<file path="src/rtl/clbs_pkg.sv">
// Shared types, constants and microprogram ROM for the character LCD bus sequencer.
`timescale 1ns / 1ps

package clbs_pkg;

    localparam int PC_W         = 6;
    localparam int HOLD_W       = 14;
    localparam int NIBBLE_SHIFT = 4;
    localparam int APB_ADDR_W   = 3;

    localparam logic REG_MODE_IDX = 1'b0;

    typedef enum logic [1:0] {
        CMD_BYTE,
        CMD_DATA,
        CMD_CURSOR,
        CMD_INIT
    } cmd_t;

    typedef enum logic [1:0] {
        SRC_ZERO,
        SRC_VALUE,
        SRC_POS,
        SRC_CONST
    } src_t;

    typedef enum logic [1:0] {
        NIB_FULL,
        NIB_HI,
        NIB_LO
    } nib_t;

    typedef enum logic [2:0] {
        H_ZERO,
        H_EN,
        H_LOW,
        H_SETTLE,
        H_CLEAR,
        H_POWER
    } hold_t;

    typedef enum logic [1:0] {
        J_NONE,
        J_MODE8,
        J_BAD
    } cond_t;

    typedef struct packed {
        cmd_t       cmd;
        logic [7:0] value;
        logic [5:0] column;
        logic [2:0] row;
    } req_t;

    typedef struct packed {
        logic [7:0]        data_lines;
        logic              reg_select;
        logic              read_write;
        logic              enable;
        logic [HOLD_W-1:0] hold_us;
        logic              bad_position;
        logic              last;
    } phase_t;

    typedef struct packed {
        logic            emit;
        src_t            src;
        logic [7:0]      konst;
        nib_t            nib;
        logic            en;
        hold_t           hold;
        logic            last;
        logic            bad;
        cond_t           cond;
        logic [PC_W-1:0] target;
    } uword_t;

    localparam logic [PC_W-1:0] ENTRY_BYTE  = 6'd0;
    localparam logic [PC_W-1:0] BYTE_LO     = 6'd3;
    localparam logic [PC_W-1:0] ENTRY_POS   = 6'd5;
    localparam logic [PC_W-1:0] POS_LO      = 6'd9;
    localparam logic [PC_W-1:0] ADDR_ERR    = 6'd11;
    localparam logic [PC_W-1:0] ENTRY_INIT  = 6'd12;
    localparam logic [PC_W-1:0] INIT8_START = 6'd37;

    function automatic logic [HOLD_W-1:0] hold_value(input hold_t sel);
        logic [HOLD_W-1:0] h;
        unique case (sel)
            H_EN:     h = 14'd40;
            H_LOW:    h = 14'd100;
            H_SETTLE: h = 14'd200;
            H_CLEAR:  h = 14'd1600;
            H_POWER:  h = 14'd15000;
            default:  h = '0;
        endcase
        return h;
    endfunction

    function automatic logic [7:0] row_base(input logic [1:0] row);
        logic [7:0] b;
        unique case (row)
            2'd0:    b = 8'h80;
            2'd1:    b = 8'hC0;
            2'd2:    b = 8'h90;
            default: b = 8'hD0;
        endcase
        return b;
    endfunction

    function automatic uword_t op(input src_t src, input logic [7:0] konst, input nib_t nib,
                                  input logic en, input hold_t hold, input logic last);
        uword_t w;
        w        = '0;
        w.emit   = 1'b1;
        w.src    = src;
        w.konst  = konst;
        w.nib    = nib;
        w.en     = en;
        w.hold   = hold;
        w.last   = last;
        w.cond   = J_NONE;
        return w;
    endfunction

    function automatic uword_t jmp(input cond_t cond, input logic [PC_W-1:0] target);
        uword_t w;
        w        = '0;
        w.cond   = cond;
        w.target = target;
        return w;
    endfunction

    function automatic uword_t rom_word(input logic [PC_W-1:0] pc);
        uword_t w;
        w = '0;
        unique case (pc)
            // command / data byte
            6'd0:  w = jmp(J_MODE8, BYTE_LO);
            6'd1:  w = op(SRC_VALUE, 8'h00, NIB_HI, 1'b1, H_EN, 1'b0);
            6'd2:  w = op(SRC_VALUE, 8'h00, NIB_HI, 1'b0, H_LOW, 1'b0);
            6'd3:  w = op(SRC_VALUE, 8'h00, NIB_LO, 1'b1, H_EN, 1'b0);
            6'd4:  w = op(SRC_VALUE, 8'h00, NIB_LO, 1'b0, H_LOW, 1'b1);
            // cursor position
            6'd5:  w = jmp(J_BAD, ADDR_ERR);
            6'd6:  w = jmp(J_MODE8, POS_LO);
            6'd7:  w = op(SRC_POS, 8'h00, NIB_HI, 1'b1, H_EN, 1'b0);
            6'd8:  w = op(SRC_POS, 8'h00, NIB_HI, 1'b0, H_LOW, 1'b0);
            6'd9:  w = op(SRC_POS, 8'h00, NIB_LO, 1'b1, H_EN, 1'b0);
            6'd10: w = op(SRC_POS, 8'h00, NIB_LO, 1'b0, H_SETTLE, 1'b1);
            6'd11:
            begin
                w     = op(SRC_ZERO, 8'h00, NIB_FULL, 1'b0, H_ZERO, 1'b1);
                w.bad = 1'b1;
            end
            // init: power-up wait, then the mode's table
            6'd12:
            begin
                w        = op(SRC_ZERO, 8'h00, NIB_FULL, 1'b0, H_POWER, 1'b0);
                w.cond   = J_MODE8;
                w.target = INIT8_START;
            end
            6'd13: w = op(SRC_CONST, 8'h33, NIB_HI, 1'b1, H_EN, 1'b0);
            6'd14: w = op(SRC_CONST, 8'h33, NIB_HI, 1'b0, H_LOW, 1'b0);
            6'd15: w = op(SRC_CONST, 8'h33, NIB_LO, 1'b1, H_EN, 1'b0);
            6'd16: w = op(SRC_CONST, 8'h33, NIB_LO, 1'b0, H_SETTLE, 1'b0);
            6'd17: w = op(SRC_CONST, 8'h32, NIB_HI, 1'b1, H_EN, 1'b0);
            6'd18: w = op(SRC_CONST, 8'h32, NIB_HI, 1'b0, H_LOW, 1'b0);
            6'd19: w = op(SRC_CONST, 8'h32, NIB_LO, 1'b1, H_EN, 1'b0);
            6'd20: w = op(SRC_CONST, 8'h32, NIB_LO, 1'b0, H_SETTLE, 1'b0);
            6'd21: w = op(SRC_CONST, 8'h28, NIB_HI, 1'b1, H_EN, 1'b0);
            6'd22: w = op(SRC_CONST, 8'h28, NIB_HI, 1'b0, H_LOW, 1'b0);
            6'd23: w = op(SRC_CONST, 8'h28, NIB_LO, 1'b1, H_EN, 1'b0);
            6'd24: w = op(SRC_CONST, 8'h28, NIB_LO, 1'b0, H_SETTLE, 1'b0);
            6'd25: w = op(SRC_CONST, 8'h0E, NIB_HI, 1'b1, H_EN, 1'b0);
            6'd26: w = op(SRC_CONST, 8'h0E, NIB_HI, 1'b0, H_LOW, 1'b0);
            6'd27: w = op(SRC_CONST, 8'h0E, NIB_LO, 1'b1, H_EN, 1'b0);
            6'd28: w = op(SRC_CONST, 8'h0E, NIB_LO, 1'b0, H_SETTLE, 1'b0);
            6'd29: w = op(SRC_CONST, 8'h06, NIB_HI, 1'b1, H_EN, 1'b0);
            6'd30: w = op(SRC_CONST, 8'h06, NIB_HI, 1'b0, H_LOW, 1'b0);
            6'd31: w = op(SRC_CONST, 8'h06, NIB_LO, 1'b1, H_EN, 1'b0);
            6'd32: w = op(SRC_CONST, 8'h06, NIB_LO, 1'b0, H_SETTLE, 1'b0);
            6'd33: w = op(SRC_CONST, 8'h01, NIB_HI, 1'b1, H_EN, 1'b0);
            6'd34: w = op(SRC_CONST, 8'h01, NIB_HI, 1'b0, H_LOW, 1'b0);
            6'd35: w = op(SRC_CONST, 8'h01, NIB_LO, 1'b1, H_EN, 1'b0);
            6'd36: w = op(SRC_CONST, 8'h01, NIB_LO, 1'b0, H_CLEAR, 1'b1);
            6'd37: w = op(SRC_CONST, 8'h38, NIB_FULL, 1'b1, H_EN, 1'b0);
            6'd38: w = op(SRC_CONST, 8'h38, NIB_FULL, 1'b0, H_SETTLE, 1'b0);
            6'd39: w = op(SRC_CONST, 8'h0E, NIB_FULL, 1'b1, H_EN, 1'b0);
            6'd40: w = op(SRC_CONST, 8'h0E, NIB_FULL, 1'b0, H_SETTLE, 1'b0);
            6'd41: w = op(SRC_CONST, 8'h06, NIB_FULL, 1'b1, H_EN, 1'b0);
            6'd42: w = op(SRC_CONST, 8'h06, NIB_FULL, 1'b0, H_SETTLE, 1'b0);
            6'd43: w = op(SRC_CONST, 8'h01, NIB_FULL, 1'b1, H_EN, 1'b0);
            6'd44: w = op(SRC_CONST, 8'h01, NIB_FULL, 1'b0, H_CLEAR, 1'b1);
            default: w = op(SRC_ZERO, 8'h00, NIB_FULL, 1'b0, H_ZERO, 1'b1);
        endcase
        return w;
    endfunction

endpackage

</file>
<file path="src/rtl/clbs_sequencer.sv">
// Microcoded step sequencer and phase datapath for the LCD bus.
`timescale 1ns / 1ps

module clbs_sequencer (
    input  logic                            clk,
    input  logic                            rst_n,
    input  logic                            start,
    input  clbs_pkg::req_t                  req,
    input  logic                            four_bit,
    input  logic                            slot_free,
    output logic                            busy,
    output logic                            phase_load,
    output clbs_pkg::phase_t                phase
);

    logic                        busy_reg, busy_next;
    logic [clbs_pkg::PC_W-1:0]   pc_reg, pc_next;
    logic                        rs_reg;
    logic                        bad_reg;
    logic [7:0]                  value_reg;
    logic [7:0]                  addr_reg;

    clbs_pkg::uword_t            uw;
    logic                        go;
    logic [7:0]                  byte_sel;
    logic [7:0]                  hi_bus;
    logic [7:0]                  lo_bus;
    logic [7:0]                  data_sel;

    assign uw         = clbs_pkg::rom_word(pc_reg);
    assign go         = busy_reg && (!uw.emit || slot_free);
    assign phase_load = busy_reg && uw.emit && slot_free;
    assign busy       = busy_reg;

    always_comb
    begin
        busy_next = busy_reg;
        pc_next   = pc_reg;
        if (start)
        begin
            busy_next = 1'b1;
            unique case (req.cmd)
                clbs_pkg::CMD_BYTE,
                clbs_pkg::CMD_DATA:   pc_next = clbs_pkg::ENTRY_BYTE;
                clbs_pkg::CMD_CURSOR: pc_next = clbs_pkg::ENTRY_POS;
                default:              pc_next = clbs_pkg::ENTRY_INIT;
            endcase
        end
        else if (go)
        begin
            if (uw.emit && uw.last)
            begin
                busy_next = 1'b0;
            end
            else
            begin
                case (uw.cond)
                    clbs_pkg::J_MODE8: pc_next = four_bit ? pc_reg + 6'd1 : uw.target;
                    clbs_pkg::J_BAD:   pc_next = bad_reg ? uw.target : pc_reg + 6'd1;
                    default:           pc_next = pc_reg + 6'd1;
                endcase
            end
        end
    end

    always_ff @(posedge clk or negedge rst_n)
    begin
        if (!rst_n)
        begin
            busy_reg <= 1'b0;
            pc_reg   <= '0;
        end
        else
        begin
            busy_reg <= busy_next;
            pc_reg   <= pc_next;
        end
    end

    always_ff @(posedge clk)
    begin
        if (start)
        begin
            rs_reg    <= (req.cmd == clbs_pkg::CMD_DATA);
            bad_reg   <= req.row[2] | (|req.column[5:4]);
            value_reg <= req.value;
            addr_reg  <= clbs_pkg::row_base(req.row[1:0]) + {4'b0, req.column[3:0]};
        end
    end

    always_comb
    begin
        case (uw.src)
            clbs_pkg::SRC_VALUE: byte_sel = value_reg;
            clbs_pkg::SRC_POS:   byte_sel = addr_reg;
            clbs_pkg::SRC_CONST: byte_sel = uw.konst;
            default:             byte_sel = 8'h00;
        endcase
    end

    assign hi_bus = 8'({4'b0, byte_sel[7:4]} << clbs_pkg::NIBBLE_SHIFT);
    assign lo_bus = 8'({4'b0, byte_sel[3:0]} << clbs_pkg::NIBBLE_SHIFT);

    always_comb
    begin
        case (uw.nib)
            clbs_pkg::NIB_HI: data_sel = hi_bus;
            clbs_pkg::NIB_LO: data_sel = four_bit ? lo_bus : byte_sel;
            default:          data_sel = byte_sel;
        endcase
    end

    always_comb
    begin
        phase.data_lines   = data_sel;
        phase.reg_select   = rs_reg & ~uw.bad;
        phase.read_write   = 1'b0;
        phase.enable       = uw.en;
        phase.hold_us      = clbs_pkg::hold_value(uw.hold);
        phase.bad_position = uw.bad;
        phase.last         = uw.last;
    end

endmodule

</file>
<file path="src/rtl/char_lcd_bus_sequencer.sv">
// Character LCD bus sequencer top level: stream ports, APB mode register, output register.
// Entry: a request's jump steps run first; its first phase is then registered for output.
// Throughput: one pin phase per cycle from the microprogram ROM while the output is not
// stalled; a request takes its phase count plus up to two jump steps.
// A new request is accepted the cycle after the previous one issues its last phase.
// Reset: asynchronous, clears the mode register to 8-bit and idles the sequencer.
`timescale 1ns / 1ps

module char_lcd_bus_sequencer (
    input  logic                              clk,
    input  logic                              rst_n,
    input  logic                              s_axis_tvalid,
    output logic                              s_axis_tready,
    input  logic [23:0]                       s_axis_tdata,  // value, column, row, zero pad
    input  logic [1:0]                        s_axis_tuser,  // cmd
    output logic                              m_axis_tvalid,
    input  logic                              m_axis_tready,
    output logic [23:0]                       m_axis_tdata,  // data_lines, read_write, enable, hold_us
    output logic [1:0]                        m_axis_tuser,  // reg_select, bad_position
    output logic                              m_axis_tlast,
    input  logic                              psel,
    input  logic                              penable,
    input  logic                              pwrite,
    input  logic [clbs_pkg::APB_ADDR_W-1:0]   paddr,
    input  logic [31:0]                       pwdata,
    output logic [31:0]                       prdata,
    output logic                              pready
);

    logic               mode_reg, mode_next;
    logic               out_valid_reg, out_valid_next;
    clbs_pkg::phase_t   out_reg;
    clbs_pkg::phase_t   phase;
    clbs_pkg::req_t     req;
    logic               busy;
    logic               phase_load;
    logic               slot_free;
    logic               start;
    logic               cfg_wr;

    assign pready = 1'b1;
    assign cfg_wr = psel && penable && pwrite && pready && (paddr[2] == clbs_pkg::REG_MODE_IDX);
    assign prdata = (paddr[2] == clbs_pkg::REG_MODE_IDX) ? {31'b0, mode_reg} : 32'b0;

    always_comb
    begin
        mode_next = mode_reg;
        if (cfg_wr)
        begin
            mode_next = pwdata[0];
        end
    end

    assign req.cmd    = clbs_pkg::cmd_t'(s_axis_tuser);
    assign req.value  = s_axis_tdata[7:0];
    assign req.column = s_axis_tdata[13:8];
    assign req.row    = s_axis_tdata[16:14];

    assign s_axis_tready = !busy;
    assign start         = s_axis_tvalid && s_axis_tready;
    assign slot_free     = !out_valid_reg || m_axis_tready;

    clbs_sequencer u_seq (
        .clk        (clk),
        .rst_n      (rst_n),
        .start      (start),
        .req        (req),
        .four_bit   (mode_reg),
        .slot_free  (slot_free),
        .busy       (busy),
        .phase_load (phase_load),
        .phase      (phase)
    );

    always_comb
    begin
        out_valid_next = out_valid_reg;
        if (phase_load)
        begin
            out_valid_next = 1'b1;
        end
        else if (m_axis_tready)
        begin
            out_valid_next = 1'b0;
        end
    end

    always_ff @(posedge clk or negedge rst_n)
    begin
        if (!rst_n)
        begin
            mode_reg      <= 1'b0;
            out_valid_reg <= 1'b0;
        end
        else
        begin
            mode_reg      <= mode_next;
            out_valid_reg <= out_valid_next;
        end
    end

    always_ff @(posedge clk)
    begin
        if (phase_load)
        begin
            out_reg <= phase;
        end
    end

    assign m_axis_tvalid = out_valid_reg;
    assign m_axis_tdata  = {out_reg.hold_us, out_reg.enable, out_reg.read_write,
                            out_reg.data_lines};
    assign m_axis_tuser  = {out_reg.bad_position, out_reg.reg_select};
    assign m_axis_tlast  = out_reg.last;

endmodule

</file>
<file path="config.mk">
export PLATFORM = sky130hd
export DESIGN_NAME = char_lcd_bus_sequencer
export DESIGN_NICKNAME = d
export VERILOG_FILES = /design/src/rtl/clbs_pkg.sv /design/src/rtl/clbs_sequencer.sv /design/src/rtl/char_lcd_bus_sequencer.sv
export SDC_FILE = /design/constraint.sdc
export NUM_CORES = 1
export LEC_CHECK = 0
export BUFFER_PORTS_ARGS = -buffer_cell sky130_fd_sc_hd__buf_2
export CORE_MARGIN = 2
export CORE_UTILIZATION = 40
export CTS_BUF_LIST = sky130_fd_sc_hd__clkbuf_4 sky130_fd_sc_hd__clkbuf_8
export DETAILED_ROUTE_END_ITERATION = 16
export MAX_ROUTING_LAYER = met4
export PLACE_DENSITY_LB_ADDON = 0.12
export SYNTH_ARGS = -nofsm -noshare
export SYNTH_HDL_FRONTEND = slang
export SYNTH_HIERARCHICAL = 1
export SYNTH_SLANG_ARGS = --single-unit
</file>
<file path="constraint.sdc">
create_clock -name clk -period 3 [get_ports clk]
set_input_delay 0.15 -clock clk [delete_from_list [all_inputs] [get_ports clk]]
set_output_delay 0.15 -clock clk [all_outputs]
set_load 0.05 [all_outputs]
</file>
==> results.py <==
metrics = {
    "global_route": {
        "met2_usage": 0.278,
        "busiest_layer": "met2",
        "gr-usage-all-layers": 0.174,
        "grt_pass1_wl_mm": 13.0,
        "overflow": 0,
        "antenna_found_initial": 0,
        "met1_usage": 0.235,
        "grt_pass1_vias": 2573,
        "gr-usage-met3": 0.0253,
        "grt_max_degree": 26,
    },
    "layout": {
        "antenna_cells": 0,
        "drive_above_1_share": 0.258,
        "largest_reg_flops": 24,
        "final_util": 0.477,
        "nets": 506,
        "synthToLayoutAreaGrowth_pct": 14.3,
        "final_area_um2": 3960,
        "layout.cells.non_filler": 531,
    },
    "sta": {
        "post-route-min-period_ns": 2.81,
        "setup_viol_count_final": 0,
        "hold_viol": 0,
        "finalWorstSetupSlack_ns": 0.190,
        "rsz0062_at_grt": "no",
        "slew_headroom": 0.523,
        "max_freq_ghz": 0.356,
        "worst_pin_slew_ns": 0.710,
        "min_period_over_period": 0.937,
        "skew_ns": 0.0148,
        "hold_slack_ns": 0.0182,
        "tns_ns": 0,
        "maxSlewViolCount": 0,
    },
    "setup_path": {
        "slowest_delay_ns": 0.45,
        "cp_slowest_cell": "dfrtp_2",
        "cp-start-kind": "flop",
        "cp_max_fo": 6,
        "crit_path_end_kind": "flop",
        "r2r_end": "u_seq/pc_reg[5]",
        "crit_cells": 13,
        "ff2ff_path_depth": 13,
        "crit_path_end": "u_seq/pc_reg[5]",
        "r2r_slack_ns": 0.19,
        "path_buf_inv": 3,
        "startpoint": "u_seq/pc_reg[0]",
        "path_cells": "inv_1 > buf_4 > ha_1 > nand2_1 > a21o_1 > o21ai_0 > nand2_1 > ha_1 > a211oi_1 > buf_4 > a31oi_1 > o31ai_1 > a21oi_1",
        "worstPathRequired_ns": 3.19,
        "cp_top_family": "compound AO/OA/AOI/OAI gates",
        "rr_startpoint": "u_seq/pc_reg[0]",
        "crit_arrival_ns": 3.00,
        "critical_path_class": "flop to flop",
    },
    "synth": {
        "yosysSeqAreaShare": 0.438,
        "postSynthCellCount": 359,
        "ys_types": 62,
        "synth_adder_area_share": 0.0470,
        "synth_top_area_cell": "edfxtp_1",
        "synth_compound_area_frac": 0.193,
        "synth_mux_area_frac": 0.00904,
        "ys_top_cells_by_area": "edfxtp_1 37%, buf_4 8.9%, dfrtp_1 6.5%",
        "synth-async-reset-ratio": 0.173,
        "synth_edf_count": 43,
        "synth_seq_cells": 52,
        "syn_area_um2": 3460,
        "yosysWarnings": 6,
        "netlist.area_leader.share": 0.373,
        "synth_xor_area_frac": 0.00253,
        "synth_top_family_by_area": "compound AO/OA/AOI/OAI gates",
        "syn_area_per_cell_um2": 9.64,
        "synthSimpleGateAreaFrac": 0.173,
        "synth-main-ff-cell": "edfxtp_1",
    },
    "pwr": {
        "powerDensity_nw_per_um2": 1350,
        "power.total_mw": 5.33,
        "ir_worst_vdd_v": 0.000455,
        "power.leakage_nw": 1.68,
    },
    "die": {
        "dieArea_um2": 9410,
        "start_util": 0.417,
        "die_h_um": 97,
        "die_w_um": 97,
        "core_area_um2": 8300,
        "num_io_pins": 130,
        "rows": 33,
    },
    "detailed_routing": {
        "viasPerCell": 5.19,
        "dr.pass1.iters": 4,
        "wl_per_cell_um": 15.0,
        "vias": 2756,
        "wl_mm": 7.99,
        "detail_route.iter0.violations": 160,
        "detail-route-antenna-nets": 0,
        "drc_errors": 0,
    },
    "min_path": {
        "hold_path.class": "primary input to flop",
        "min-delay-start": "s_axis_tdata[15]",
    },
    "clock_network": {
        "cts_made_buffers": 5,
        "clkSinkCount": 52,
        "clock_path_buffers": 2,
        "clock_latency_ns": 0.31,
        "htree_num_levels": 2,
        "path_clk_slew_ns": 0.11,
        "cts_root_buffer": "clkbuf_8",
        "cts_tree": "built",
    },
    "place": {
        "gp_congestion": 0.871,
        "hpwl_mm": 6.19,
        "port-buffer-count": 57,
        "dp_slack_ns": 0.0706,
        "dp_cells": 522,
        "placed_cell_area_um2": 3840,
    },
    "run": {
        "drv_cap": 0,
    },
    "run_status": {
        "status": "completed",
    },
}
-- where the power goes --
group / switching (mW) / internal [mW]
registers: 0.104 / 1.19
logic: 2.36 / 1.27
clock network: 0.236 / 0.163
total: 2.70 / 2.63
-- cell type report --
type / instances / area [µm²]
sequential: 52 / 1520
clock buffer: 5 / 68.8
tap: 105 / 131
timing repair buffer: 88 / 533
clock inverter: 3 / 18.8
inverter: 16 / 60.1
fill: 812 / 4340
multi-input combinational: 262 / 1630
-- logic make-up (layout without fill, tap and decap cells) --
kind of cell | count (synthesis) | after routing
AO/OA/AOI/OAI | 97 | 97
XOR/XNOR | 1 | 1
adder cells (fa/ha/maj) | 13 | 13
buffers and inverters | 78 | 112
flip-flops | 52 | 52
multiplexers | 3 | 3
other | 3 | 36
AND/OR/NAND/NOR | 112 | 112
-- cell usage in the layout (no fill, tap or decap), drive strengths merged, types with 5 or more instances in the layout --
| cell type | count |
|---|---|
| nor2 | 27 |
| dfrtp | 9 |
| ha | 13 |
| or3 | 5 |
| nand2 | 23 |
| o21ai | 22 |
| clkbuf | 5 |
| edfxtp | 43 |
| a21oi | 20 |
| inv | 16 |
| nor2b | 17 |
| conb | 36 |
| buf | 87 |
| nor3 | 9 |
| nand2b | 10 |
-- layer usage --
metal | part of all wire | up-vias
met5 | 0 | -
li1 | - | 1359
met1 | 0.47 | 1307
met4 | 0.011 | 0
met2 | 0.47 | 86
met3 | 0.053 | 4
-- repair_timing --
item	in CTS	in global routing
setup buffers	0	0
setup endpoints to repair	0	4
hold buffers	1	0
resized for setup	0	3
hold endpoints to repair	9	0
-- worst min-delay path by stage --
stage / end / slack [ns] / cells past startpoint
detailed placement: u_seq/pc_reg[1] / 0.02 / 1
global route: u_seq/value_reg[1] / 0.004 / 1
global placement: u_seq/pc_reg[1] / 0.02 / 1
CTS: u_seq/value_reg[1] / 0.01 / 1
floorplan: m_axis_tvalid / -0.15 / 0
finish: u_seq/addr_reg[4] / 0.02 / 1
-- cells in the mapped netlist (all sizes together) (4+ instances only) --
master	number
or2	4
buf	51
nor2	27
a22oi	4
a21oi	20
o21ai	22
clkbuf	11
nand2	23
nand3	4
a211oi	4
or3	5
nor2b	17
ha	13
nor3	9
edfxtp	43
o22ai	4
dfrtp	9
inv	16
nand2b	10
a31oi	4
Power figures use the tool's default switching activity.
